--- src/rtl/assert_macros.svh ---
// Assertion macros shared by the RTL of the lens distortion mapper.
// Each macro expects signals named clk and rst_n in the enclosing module.
`ifndef ASSERT_MACROS_SVH
`define ASSERT_MACROS_SVH

// Same-cycle implication, disabled while reset is asserted.
`define LDM_ASSERT_NOW(label, ante, cons) \
    label: assert property (@(posedge clk) disable iff (!rst_n) (ante) |-> (cons)) \
        else $error("lens distortion mapper: assertion failed");

// Next-cycle implication, disabled while reset is asserted.
`define LDM_ASSERT_NEXT(label, ante, cons) \
    label: assert property (@(posedge clk) disable iff (!rst_n) (ante) |=> (cons)) \
        else $error("lens distortion mapper: assertion failed");

`endif

--- src/rtl/ldm_pkg.sv ---
// Shared types and constants for the lens distortion mapper.
// Used by every module of the block; depends on nothing else.
`default_nettype none

package ldm_pkg;

    // Pipeline depth, from the input registers to the output register.
    localparam int NUM_STAGES = 10;

    // Configuration port geometry.
    localparam int CFG_INDEX_W = 3;
    localparam int CFG_DATA_W  = 32;

    // Register indexes.
    localparam logic [CFG_INDEX_W-1:0] REG_RADIAL_K1     = 3'd0;
    localparam logic [CFG_INDEX_W-1:0] REG_RADIAL_K2     = 3'd1;
    localparam logic [CFG_INDEX_W-1:0] REG_RADIAL_K3     = 3'd2;
    localparam logic [CFG_INDEX_W-1:0] REG_TANGENTIAL_P1 = 3'd3;
    localparam logic [CFG_INDEX_W-1:0] REG_TANGENTIAL_P2 = 3'd4;
    localparam logic [CFG_INDEX_W-1:0] REG_FOCAL_X       = 3'd5;
    localparam logic [CFG_INDEX_W-1:0] REG_FOCAL_Y       = 3'd6;
    localparam logic [CFG_INDEX_W-1:0] REG_CENTER_PACKED = 3'd7;

    // Focal length after reset: 1024.0 pixels in Q14.4.
    localparam logic [17:0] FOCAL_RESET = 18'd16384;

    // Saturation bounds of a pixel coordinate.
    localparam logic signed [19:0] OUT_MAX = 20'sh7FFFF;
    localparam logic signed [19:0] OUT_MIN = 20'sh80000;

    // Input word: one normalised point.
    typedef struct packed {
        logic signed [15:0] x_norm;
        logic signed [15:0] y_norm;
    } point_t;

    // Output word: one distorted pixel position.
    typedef struct packed {
        logic signed [19:0] pixel_u;
        logic signed [19:0] pixel_v;
        logic               clipped;
    } pixel_t;

    // Register file contents as seen by the datapath.
    typedef struct packed {
        logic signed [19:0] k1;
        logic signed [19:0] k2;
        logic signed [19:0] k3;
        logic signed [19:0] p1;
        logic signed [19:0] p2;
        logic [17:0]        fx;
        logic [17:0]        fy;
        logic [15:0]        cx;
        logic [15:0]        cy;
    } ldm_cfg_t;

    // One load enable per pipeline stage.
    typedef logic [NUM_STAGES-1:0] stage_en_t;

endpackage

`default_nettype wire

--- src/rtl/ldm_geom.sv ---
// Front end of the pipeline: squares, cross product and radius squared.
// Depends on ldm_pkg for the input word and the stage enables.
`default_nettype none

module ldm_geom (
    input  logic                clk,
    input  ldm_pkg::point_t     point,
    input  ldm_pkg::stage_en_t  load,
    output logic [23:0]         r2s,
    output logic [32:0]         r2x,
    output logic [32:0]         r2y,
    output logic signed [31:0]  xy,
    output logic signed [15:0]  x,
    output logic signed [15:0]  y
);
    import ldm_pkg::*;

    logic signed [15:0] x1_reg;
    logic signed [15:0] y1_reg;
    logic signed [31:0] xx_reg;
    logic signed [31:0] yy_reg;
    logic signed [31:0] xy1_reg;

    logic [23:0]        r2s_reg;
    logic [32:0]        r2x_reg;
    logic [32:0]        r2y_reg;
    logic signed [31:0] xy2_reg;
    logic signed [15:0] x2_reg;
    logic signed [15:0] y2_reg;

    logic [32:0] r2_sum;

    // Stage 1: the three products of the coordinates.
    always_ff @(posedge clk)
    begin
        if (load[0])
        begin
            x1_reg  <= point.x_norm;
            y1_reg  <= point.y_norm;
            xx_reg  <= $signed(point.x_norm) * $signed(point.x_norm);
            yy_reg  <= $signed(point.y_norm) * $signed(point.y_norm);
            xy1_reg <= $signed(point.x_norm) * $signed(point.y_norm);
        end
    end

    // Both squares are non-negative, so they add as unsigned values.
    assign r2_sum = {1'b0, xx_reg} + {1'b0, yy_reg};

    // Stage 2: r2 in Q.20 and the sums feeding the tangential terms.
    always_ff @(posedge clk)
    begin
        if (load[1])
        begin
            r2s_reg <= r2_sum[31:8];
            r2x_reg <= r2_sum + {xx_reg, 1'b0};
            r2y_reg <= r2_sum + {yy_reg, 1'b0};
            xy2_reg <= xy1_reg;
            x2_reg  <= x1_reg;
            y2_reg  <= y1_reg;
        end
    end

    assign r2s = r2s_reg;
    assign r2x = r2x_reg;
    assign r2y = r2y_reg;
    assign xy  = xy2_reg;
    assign x   = x2_reg;
    assign y   = y2_reg;

endmodule

`default_nettype wire

--- config.mk ---
export PLATFORM = sky130hd
export DESIGN_NAME = ldm_geom
export DESIGN_NICKNAME = d
export VERILOG_FILES = /design/src/rtl/assert_macros.svh /design/src/rtl/ldm_pkg.sv /design/src/rtl/ldm_geom.sv
export SDC_FILE = /design/constraint.sdc
export NUM_CORES = 2
export LEC_CHECK = 0
export BUFFER_PORTS_ARGS = -buffer_cell sky130_fd_sc_hd__buf_2
export CORE_ASPECT_RATIO = 1.2
export CORE_MARGIN = 1.5
export CORE_UTILIZATION = 30
export CTS_CLUSTER_SIZE = 14
export DETAILED_ROUTE_END_ITERATION = 12
export SYNTH_ARGS = -nofsm -noshare
export SYNTH_HDL_FRONTEND = slang
export SYNTH_SLANG_ARGS = --single-unit
--- constraint.sdc ---
create_clock -name clk -period 9.9 [get_ports clk]
set_input_delay 2.97 -clock clk [delete_from_list [all_inputs] [get_ports clk]]
set_output_delay 2.97 -clock clk [all_outputs]
set_load 0.03 [all_outputs]
==> impl_metrics.json <==
{
  "utilization_pct": 33.83,
  "track_usage_pct": 14.76,
  "maxSlewViolCount": 0,
  "cts_made_buffers": 34,
  "dr.pass1.iters": 5,
  "async_flop_share_pct": 0,
  "arrival_ns": 9.29,
  "clock_latency_ns": 0.58,
  "place_inst": 5956,
  "crit_required_ns": 10.23,
  "drt_iter0_drc": 889,
  "tightest_slew_ns": 0.9592,
  "fp.dieW_um": 338.2,
  "largest_reg_flops": 33,
  "synth_edf_count": 277,
  "clk_pin_slew_ns": 0.06,
  "antenna_found_initial": 3,
  "syn-cell-area_mm2": 0.04044,
  "synth-main-ff-cell": "edfxtp_1",
  "synth_top_area_share_pct": 35.99,
  "cp_common_cell": "fa_1",
  "ys_ff_latch": 277,
  "grt_pass1_wl_mm": 160.1,
  "viasPerCell": 4.478,
  "overflow": 0,
  "start_kind": "input pin",
  "drive_gt1_share_pct": 10.13,
  "yosysWarnings": 0,
  "clkSinkCount": 277,
  "syn_avg_cell_area_um2": 10.17,
  "status": "complete, no violations",
  "h-tree-depth": 2,
  "cts_root_buf": "clkbuf_16",
  "yosys.area.top_type": "fa_1",
  "skew_ns": 0.01998,
  "finalCritPeriodShare_pct": 90.48,
  "cp_max_fo": 20,
  "grt_max_degree": 71,
  "finalSetupTns_ns": 0,
  "clock.fmax_mhz": 111.6,
  "synth_fp_nets": 5111,
  "core_area_mm2": 0.1337,
  "slowest_stage": "fa_1",
  "yosysMostFrequentCell": "inv_1",
  "hold_viol": 0,
  "cts_tree": "done",
  "critPathTopFamily": "adder cells",
  "drt_wl_total_mm": 97.85,
  "vias": 26940,
  "clock_path_buffers": 3,
  "cts_hold_buf": 0,
  "synth_seq_area_share_pct": 20.57,
  "hold_class": "reg2reg",
  "end_kind": "flop",
  "drt-wirelength-per-cell_um": 16.27,
  "crit_path_cell_trace": "buf_2, clkinv_1, buf_4, nor2_1, ha_1, xor2_1, fa_1, fa_1, inv_1, fa_1, fa_1, inv_1, fa_1, inv_1, ha_1, or2_2, a31oi_1, a21oi_1, o31ai_2, o211ai_1, buf_4, a31oi_1, a21oi_1, xor2_1",
  "post-route-min-period_ns": 8.958,
  "area_growth_pct": 11.85,
  "synth_commonest_cells": "inv_1, fa_1, ha_1, nand2_1, edfxtp_1",
  "synth_area_leaders": "fa_1, edfxtp_1, ha_1",
  "dp.final_hpwl_mm": 83.02,
  "io_buffers": 188,
  "die_area_mm2": 0.1370,
  "slew-limit-headroom_pct": 35.04,
  "holdWs_ns": 0.4142,
  "die_h_um": 405.2,
  "slowest_delay_ns": 0.52,
  "drc": 0,
  "stdcell_count": 6015,
  "synthCells": 3977,
  "synth_cell_types": 82,
  "cts_resized": 0,
  "rows": 147,
  "setup_viol": 0,
  "post_cts_buffers": 0,
  "crit_type": "in2reg",
  "cap_violations": 0,
  "drtAntennaViolNets": 0,
  "pin_count": 197,
  "gp_congestion": 0.8669,
  "layout.nets": 5338,
  "grt_pass1_vias": 29790,
  "rsz0062_at_grt": "no",
  "initial_core_util_pct": 30.25,
  "critical_path_buf_inv_count": 7
}
-- logic make-up after synthesis --
| kind of cell | after synthesis | synth area share (%) |
|---|---|---|
| flops | 277 | 20.57 |
| mux | 2 | 0.04950 |
| xor+xnor | 197 | 4.266 |
| compound gates | 434 | 7.403 |
| buf+inv | 1091 | 10.14 |
| fa+ha+maj | 1091 | 47.25 |
| simple gates | 885 | 10.32 |
-- metrics by stage --
stage	area (µm²)	setup WS, ns
after floorplan	40440	1.063
after global placement	44170	0.3175
after detailed placement	44170	0.3260
after CTS	45230	0.9642
after global routing	45240	0.6474
final	45240	0.9421
-- cell usage in the layout, fill, tap and decap left out, drive strengths merged, types with 7 or more instances in the layout --
cell	instances
o21ai	67
nor3	37
and2	172
or2	12
or3	11
clkbuf	39
o21bai	24
nor2	196
inv	968
ha	364
and3	15
xor2	43
a21oi	140
nand2b	25
nand2	318
o211ai	10
nand3	44
fa	727
buf	313
xnor2	154
clkinv	14
edfxtp	277
a31o	14
nand4	11
nor2b	31
a211oi	19
a21boi	7
a21o	63
o31ai	10
o21a	21
a31oi	16
-- path summary, 6_finish.rpt --
check,cells past startpoint,slack (ns),to,start
worst max-delay path,24,0.94,yy_reg[30]$_DFFE_PP_,point[3]
worst min-delay path,0,0.41,xy[20]$_DFFE_PP_,xy1_reg[20]$_DFFE_PP_
worst max register to register,21,4.16,r2y[31]$_DFFE_PP_,xx_reg[3]$_DFFE_PP_
worst min register to register,0,0.41,xy[20]$_DFFE_PP_,xy1_reg[20]$_DFFE_PP_
-- per-layer routing --
metal | track usage (%) | vias to the layer above | part of all wire [%]
met3 | 1.456 | 154 | 2.5
met5 | 0 | - | 0
met2 | 27.69 | 380 | 52
met1 | 17.28 | 13640 | 41
met4 | 5.461 | 0 | 3.7
li1 | - | 12770 | -
-- final cells by class --
class                           count  area (µm²)
Antenna cell                        1       2.502
Fill cell                       13630       88480
Sequential cell                   277        8318
Multi-Input combinational cell   2609       28020
Inverter                          969        3637
Timing Repair Buffer              313        1954
Tap cell                         1788        2237
Clock inverter                     19       193.9
Clock buffer                       39       869.6
Power is left out: the tool's default activity adds up to more than one toggle a clock period on the data nets, which glitch-free logic cannot reach.
