## src/rtl/assert_macros.svh

```systemverilog
// Assertion macros shared by the RTL of the lens distortion mapper.
// Each macro expects signals named clk and rst_n in the enclosing module.
`ifndef ASSERT_MACROS_SVH
`define ASSERT_MACROS_SVH

// Same-cycle implication, disabled while reset is asserted.
`define LDM_ASSERT_NOW(label, ante, cons) \
    label: assert property (@(posedge clk) disable iff (!rst_n) (ante) |-> (cons)) \
        else $error("lens distortion mapper: assertion failed");

// Next-cycle implication, disabled while reset is asserted.
`define LDM_ASSERT_NEXT(label, ante, cons) \
    label: assert property (@(posedge clk) disable iff (!rst_n) (ante) |=> (cons)) \
        else $error("lens distortion mapper: assertion failed");

`endif

```

## src/rtl/ldm_pkg.sv

```systemverilog
// Shared types and constants for the lens distortion mapper.
// Used by every module of the block; depends on nothing else.
`default_nettype none

package ldm_pkg;

    // Pipeline depth, from the input registers to the output register.
    localparam int NUM_STAGES = 10;

    // Configuration port geometry.
    localparam int CFG_INDEX_W = 3;
    localparam int CFG_DATA_W  = 32;

    // Register indexes.
    localparam logic [CFG_INDEX_W-1:0] REG_RADIAL_K1     = 3'd0;
    localparam logic [CFG_INDEX_W-1:0] REG_RADIAL_K2     = 3'd1;
    localparam logic [CFG_INDEX_W-1:0] REG_RADIAL_K3     = 3'd2;
    localparam logic [CFG_INDEX_W-1:0] REG_TANGENTIAL_P1 = 3'd3;
    localparam logic [CFG_INDEX_W-1:0] REG_TANGENTIAL_P2 = 3'd4;
    localparam logic [CFG_INDEX_W-1:0] REG_FOCAL_X       = 3'd5;
    localparam logic [CFG_INDEX_W-1:0] REG_FOCAL_Y       = 3'd6;
    localparam logic [CFG_INDEX_W-1:0] REG_CENTER_PACKED = 3'd7;

    // Focal length after reset: 1024.0 pixels in Q14.4.
    localparam logic [17:0] FOCAL_RESET = 18'd16384;

    // Saturation bounds of a pixel coordinate.
    localparam logic signed [19:0] OUT_MAX = 20'sh7FFFF;
    localparam logic signed [19:0] OUT_MIN = 20'sh80000;

    // Input word: one normalised point.
    typedef struct packed {
        logic signed [15:0] x_norm;
        logic signed [15:0] y_norm;
    } point_t;

    // Output word: one distorted pixel position.
    typedef struct packed {
        logic signed [19:0] pixel_u;
        logic signed [19:0] pixel_v;
        logic               clipped;
    } pixel_t;

    // Register file contents as seen by the datapath.
    typedef struct packed {
        logic signed [19:0] k1;
        logic signed [19:0] k2;
        logic signed [19:0] k3;
        logic signed [19:0] p1;
        logic signed [19:0] p2;
        logic [17:0]        fx;
        logic [17:0]        fy;
        logic [15:0]        cx;
        logic [15:0]        cy;
    } ldm_cfg_t;

    // One load enable per pipeline stage.
    typedef logic [NUM_STAGES-1:0] stage_en_t;

endpackage

`default_nettype wire

```

## src/rtl/ldm_cfg_regs.sv

```systemverilog
// Configuration register file of the lens distortion mapper.
// Depends on ldm_pkg for the register indexes and the register struct.
`default_nettype none

module ldm_cfg_regs (
    input  logic                             clk,
    input  logic                             rst_n,
    input  logic                             cfg_write,
    input  logic [ldm_pkg::CFG_INDEX_W-1:0]  cfg_index,
    input  logic [ldm_pkg::CFG_DATA_W-1:0]   cfg_data,
    output ldm_pkg::ldm_cfg_t                cfg
);
    import ldm_pkg::*;

    ldm_cfg_t cfg_reg;
    ldm_cfg_t cfg_next;

    // Decode a write; bits above a register's width are dropped.
    always_comb
    begin
        cfg_next = cfg_reg;
        if (cfg_write)
        begin
            unique case (cfg_index)
                REG_RADIAL_K1:     cfg_next.k1 = cfg_data[19:0];
                REG_RADIAL_K2:     cfg_next.k2 = cfg_data[19:0];
                REG_RADIAL_K3:     cfg_next.k3 = cfg_data[19:0];
                REG_TANGENTIAL_P1: cfg_next.p1 = cfg_data[19:0];
                REG_TANGENTIAL_P2: cfg_next.p2 = cfg_data[19:0];
                REG_FOCAL_X:       cfg_next.fx = cfg_data[17:0];
                REG_FOCAL_Y:       cfg_next.fy = cfg_data[17:0];
                REG_CENTER_PACKED:
                begin
                    cfg_next.cx = cfg_data[15:0];
                    cfg_next.cy = cfg_data[31:16];
                end
                default:           cfg_next = cfg_reg;
            endcase
        end
    end

    // Register storage with the documented reset values.
    always_ff @(posedge clk or negedge rst_n)
    begin
        if (!rst_n)
        begin
            cfg_reg    <= '0;
            cfg_reg.fx <= FOCAL_RESET;
            cfg_reg.fy <= FOCAL_RESET;
        end
        else
        begin
            cfg_reg <= cfg_next;
        end
    end

    assign cfg = cfg_reg;

endmodule

`default_nettype wire

```

## config.mk

```make
export PLATFORM = sky130hd
export DESIGN_NAME = ldm_cfg_regs
export DESIGN_NICKNAME = d
export VERILOG_FILES = /design/src/rtl/assert_macros.svh /design/src/rtl/ldm_pkg.sv /design/src/rtl/ldm_cfg_regs.sv
export SDC_FILE = /design/constraint.sdc
export NUM_CORES = 1
export LEC_CHECK = 0
export BUFFER_PORTS_ARGS = -buffer_cell sky130_fd_sc_hd__buf_2
export CAP_MARGIN = 10
export CELL_PAD_IN_SITES_DETAIL_PLACEMENT = 0
export CELL_PAD_IN_SITES_GLOBAL_PLACEMENT = 1
export CORE_ASPECT_RATIO = 1.5
export CORE_MARGIN = 2
export CORE_UTILIZATION = 25
export CTS_BUF_LIST = sky130_fd_sc_hd__clkbuf_16
export DETAILED_ROUTE_END_ITERATION = 16
export GPL_ROUTABILITY_DRIVEN = 0
export MAX_ROUTING_LAYER = met4
export PLACE_DENSITY_LB_ADDON = 0.1
export SYNTH_ARGS = -nofsm -noshare
export SYNTH_HDL_FRONTEND = slang
export SYNTH_SLANG_ARGS = --single-unit
export TNS_END_PERCENT = 5
```

## constraint.sdc

```tcl
create_clock -name clk -period 0.9 [get_ports clk]
set_input_delay 0.27 -clock clk [delete_from_list [all_inputs] [get_ports clk]]
set_output_delay 0.27 -clock clk [all_outputs]
set_load 0.005 [all_outputs]
```

==> Flow_metrics.wiki <==
{| class="wikitable"
! Metric !! Value
|-
| Overall Power || 22.46 mW
|-
| Final global-route overflow total || 0
|-
| Antenna diodes || 0
|-
| Via count of the first global-routing pass || 4,381
|-
| Number of cells on the critical path || 1
|-
| Layout filler cell count || about 2,500
|-
| Critical-path cell with the highest stage delay || sky130_fd_sc_hd__dfstp_2
|-
| Std-Cell Core Area || ~25,000 sq um
|-
| Leakage dissipation || roughly 4.4 nW
|-
| DIE HEIGHT || around 200 um
|-
| Number of flip-flops in the largest register || approximately 170
|-
| Worst R2R Path Depth || 2
|-
| Unrepaired setup endpoints after global routing || yes
|-
| Run status || finished with violations
|-
| Family of cells with the greatest summed delay on the critical path || flip-flops
|-
| TritonCTS buffer count || 17
|-
| Max-slew headroom || a little over 80%
|-
| Die Width || about 130 um
|-
| Post-layout worst setup margin || -0.4310 ns
|-
| Cell area after synthesis || between 6000 and 7000 sq um
|-
| Hold Vio Cnt, Final || 0
|-
| Worst-margin pin slew || between 0.2 and 0.3 ns
|-
| Syn nets || approximately 400
|-
| Antenna violation net count after detailed routing || 0
|-
| Highest clock frequency the design can meet || 751.3 MHz
|-
| Largest fanout on the critical path || 2
|-
| Count of yosys warnings during synthesis || 0
|-
| Total Die Area || 26,900 sq um
|-
| Clock slew at the register clock pins of the worst setup and hold paths || approximately 0.060 ns
|-
| Maximum vdd drop || ~1.3 mV
|-
| Final count of negative-setup-slack endpoints || about 270
|-
| Number of I/O pins || 206
|-
| Initial drt markers || between 100 and 150
|-
| Maximum clock insertion buffer count || 2
|-
| Initial Util || 25.44%
|-
| CP Class || flip-flop to output port
|-
| Net count of the finished layout || 650
|-
| Worst Hold Class || input pin to flip-flop
|-
| GRT Overall Usage || 14.33%
|-
| Non-Filler Instances || ~950
|-
| Count of port buffers added during placement || 205
|-
| Endpoint class of the critical path || output port
|-
| Root buffer selected by CTS || sky130_fd_sc_hd__clkbuf_16
|-
| Area Growth Syn to Fin || 41.95%
|-
| Gate count after technology mapping || approximately 360
|-
| CTS tree || yes
|-
| Count of state elements after synthesis || around 170
|-
| Post-Route WL || 18,130 um
|-
| Initial antenna violation count || 0
|-
| Detailed-route DRC error count || 0
|-
| Violations in the final reports || negative setup slack
|-
| Number of max-capacitance violations reported || 0
|-
| Share of synthesized area occupied by flip-flops and latches || 65.78%
|-
| Sort of element at the start of the critical path || flip-flop
|-
| Count of final max-slew check failures || 0
|-
| Critical path buffers and inverters || 1
|-
| Min cycle time layout || approximately 1.3 ns
|-
| Average wire length per cell after detail routing || 19.02 um
|-
| Cells along the critical path || buf_2
|-
| Fraction of the cycle the final worst path needs || 147.9%
|-
| Signal arrival time at the worst endpoint || about 1.1 ns
|-
| Average vias per placed instance || roughly 4.2
|-
| Fraction of layout instances using a drive strength above 1 || between 70% and 80%
|-
| Total clock sinks || around 170
|-
| Number of iterations in the first detailed-routing pass || 4
|-
| Power density of the placed cells || around 2500 nW/um^2
|-
| Level count of the clock H-tree || 4
|-
| Required @ worst endpoint || approximately 0.63 ns
|-
| Depth of the worst hold-timing path || 2
|-
| Maximum number of pins on one net before global-route repair || 46
|-
| Number of distinct library cells after synthesis || 13
|-
| Global-route wire length before repair || 27,360 um
|-
| Row Count || 71
|-
| Final Skew || 0 ns
|-
| Number of placed instances, taps included || ~910
|-
| DP Wirelength || roughly 13,000 um
|-
| Clock latency on the worst-skew pair || approximately 0.43 ns
|-
| Total via count after detailed routing || roughly 4,000
|-
| Dpl ws || -0.6085 ns
|-
| Largest stage delay on the critical path || ~0.53 ns
|-
| Average instance area after synthesis || 17.62 sq um
|}
-- per-layer routing --
| metal | up-vias | wire length, um | share of wire [%] | global-route usage (%) |
|---|---|---|---|---|
| met3 | 19 | 1161 | 6.4 | 4.470 |
| met2 | 133 | 9132 | 50 | 23.51 |
| met1 | 2091 | 7496 | 41 | 16.65 |
| met5 | - | 0 | 0 | - |
| met4 | 0 | 335 | 1.8 | 5.029 |
| li1 | 1791 | - | - | - |
-- per-stage QoR --
stage / cell area, sq um / TNS [ns] / utilization (%) / hold WS, ns
6_report: 9077 / -55.24 / 36.11 / 0.06686
5_1_grt: 9077 / -63.77 / 36.11 / 0.04839
4_1_cts: 8950 / -61.21 / 35.60 / 0.03790
3_5_place_dp: 8160 / -89.66 / 32.46 / 0.09536
3_3_place_gp: 8160 / -85.61 / 32.46 / 0.09854
2_1_floorplan: 6465 / -55.11 / - / -0.02559
-- cell families after synthesis --
family	Yosys count	share of synthesized area [%]
buf+inv	19	2.563
flops	168	65.78
mux	168	29.76
simple gates	8	1.898
-- repair_timing --
action,4_1_cts,5_1_grt
pin swaps,4,1
hold endpoints to repair,102,0
resized for setup,34,28
setup buffers,4,2
endpoints found under the setup margin,317,297
hold buffers,1,0
-- synth_stat cells, drive strengths merged --
cell	number	area (sq um)
dfstp	2	52.55
nor4b	1	15.01
dfrtp	166	4154
and4bb	3	37.54
nand4b	3	56.31
buf	19	163.9
nand4	1	12.51
mux2	168	1903
-- layout make-up --
cell class,count,area (sq um),area share [%]
flip-flops and latches,168,4207,46.34
multi-input cells,176,2218,24.44
repair buffers,249,1632,17.97
clock buffers,17,425.4,4.686
well taps,328,410.4,4.521
clock inverters,15,185.2,2.040
-- layout by cell type, fill, tap and decap left out, types with 2 or more instances in the layout --
cell	netlist	final
sky130_fd_sc_hd__buf_6	9	16
sky130_fd_sc_hd__clkinvlp_4	0	2
sky130_fd_sc_hd__dfrtp_1	166	166
sky130_fd_sc_hd__buf_12	0	14
sky130_fd_sc_hd__clkbuf_16	0	17
sky130_fd_sc_hd__buf_2	5	193
sky130_fd_sc_hd__mux2_1	9	8
sky130_fd_sc_hd__nand4b_4	2	2
sky130_fd_sc_hd__dfstp_2	2	2
sky130_fd_sc_hd__mux2_4	3	50
sky130_fd_sc_hd__mux2_2	156	110
sky130_fd_sc_hd__clkinv_4	0	3
sky130_fd_sc_hd__bufinv_16	0	4
sky130_fd_sc_hd__clkinv_1	0	4
sky130_fd_sc_hd__and4bb_2	3	3
sky130_fd_sc_hd__buf_4	5	24
-- worst paths after layout --
check	start	slack (ns)	to
worst max-delay path	cfg[46]	-0.43	cfg[46]
worst min-delay path	cfg_data[21]	0.07	cfg[5]
worst max register to register	cfg[120]	0	cfg[120]
worst min register to register	cfg[83]	0.49	cfg[83]
max in group asynchronous	rst_n	0.14	cfg[120]
min in group asynchronous	rst_n	0.21	cfg[38]
-- power breakdown --
group          internal [mW]  switching [mW]  total [mW]
registers               9.24           0.887        10.1
logic                   2.94            1.82        4.77
clock network           4.60            2.97        7.57
Note: power is estimated with default switching activity, not from simulation.
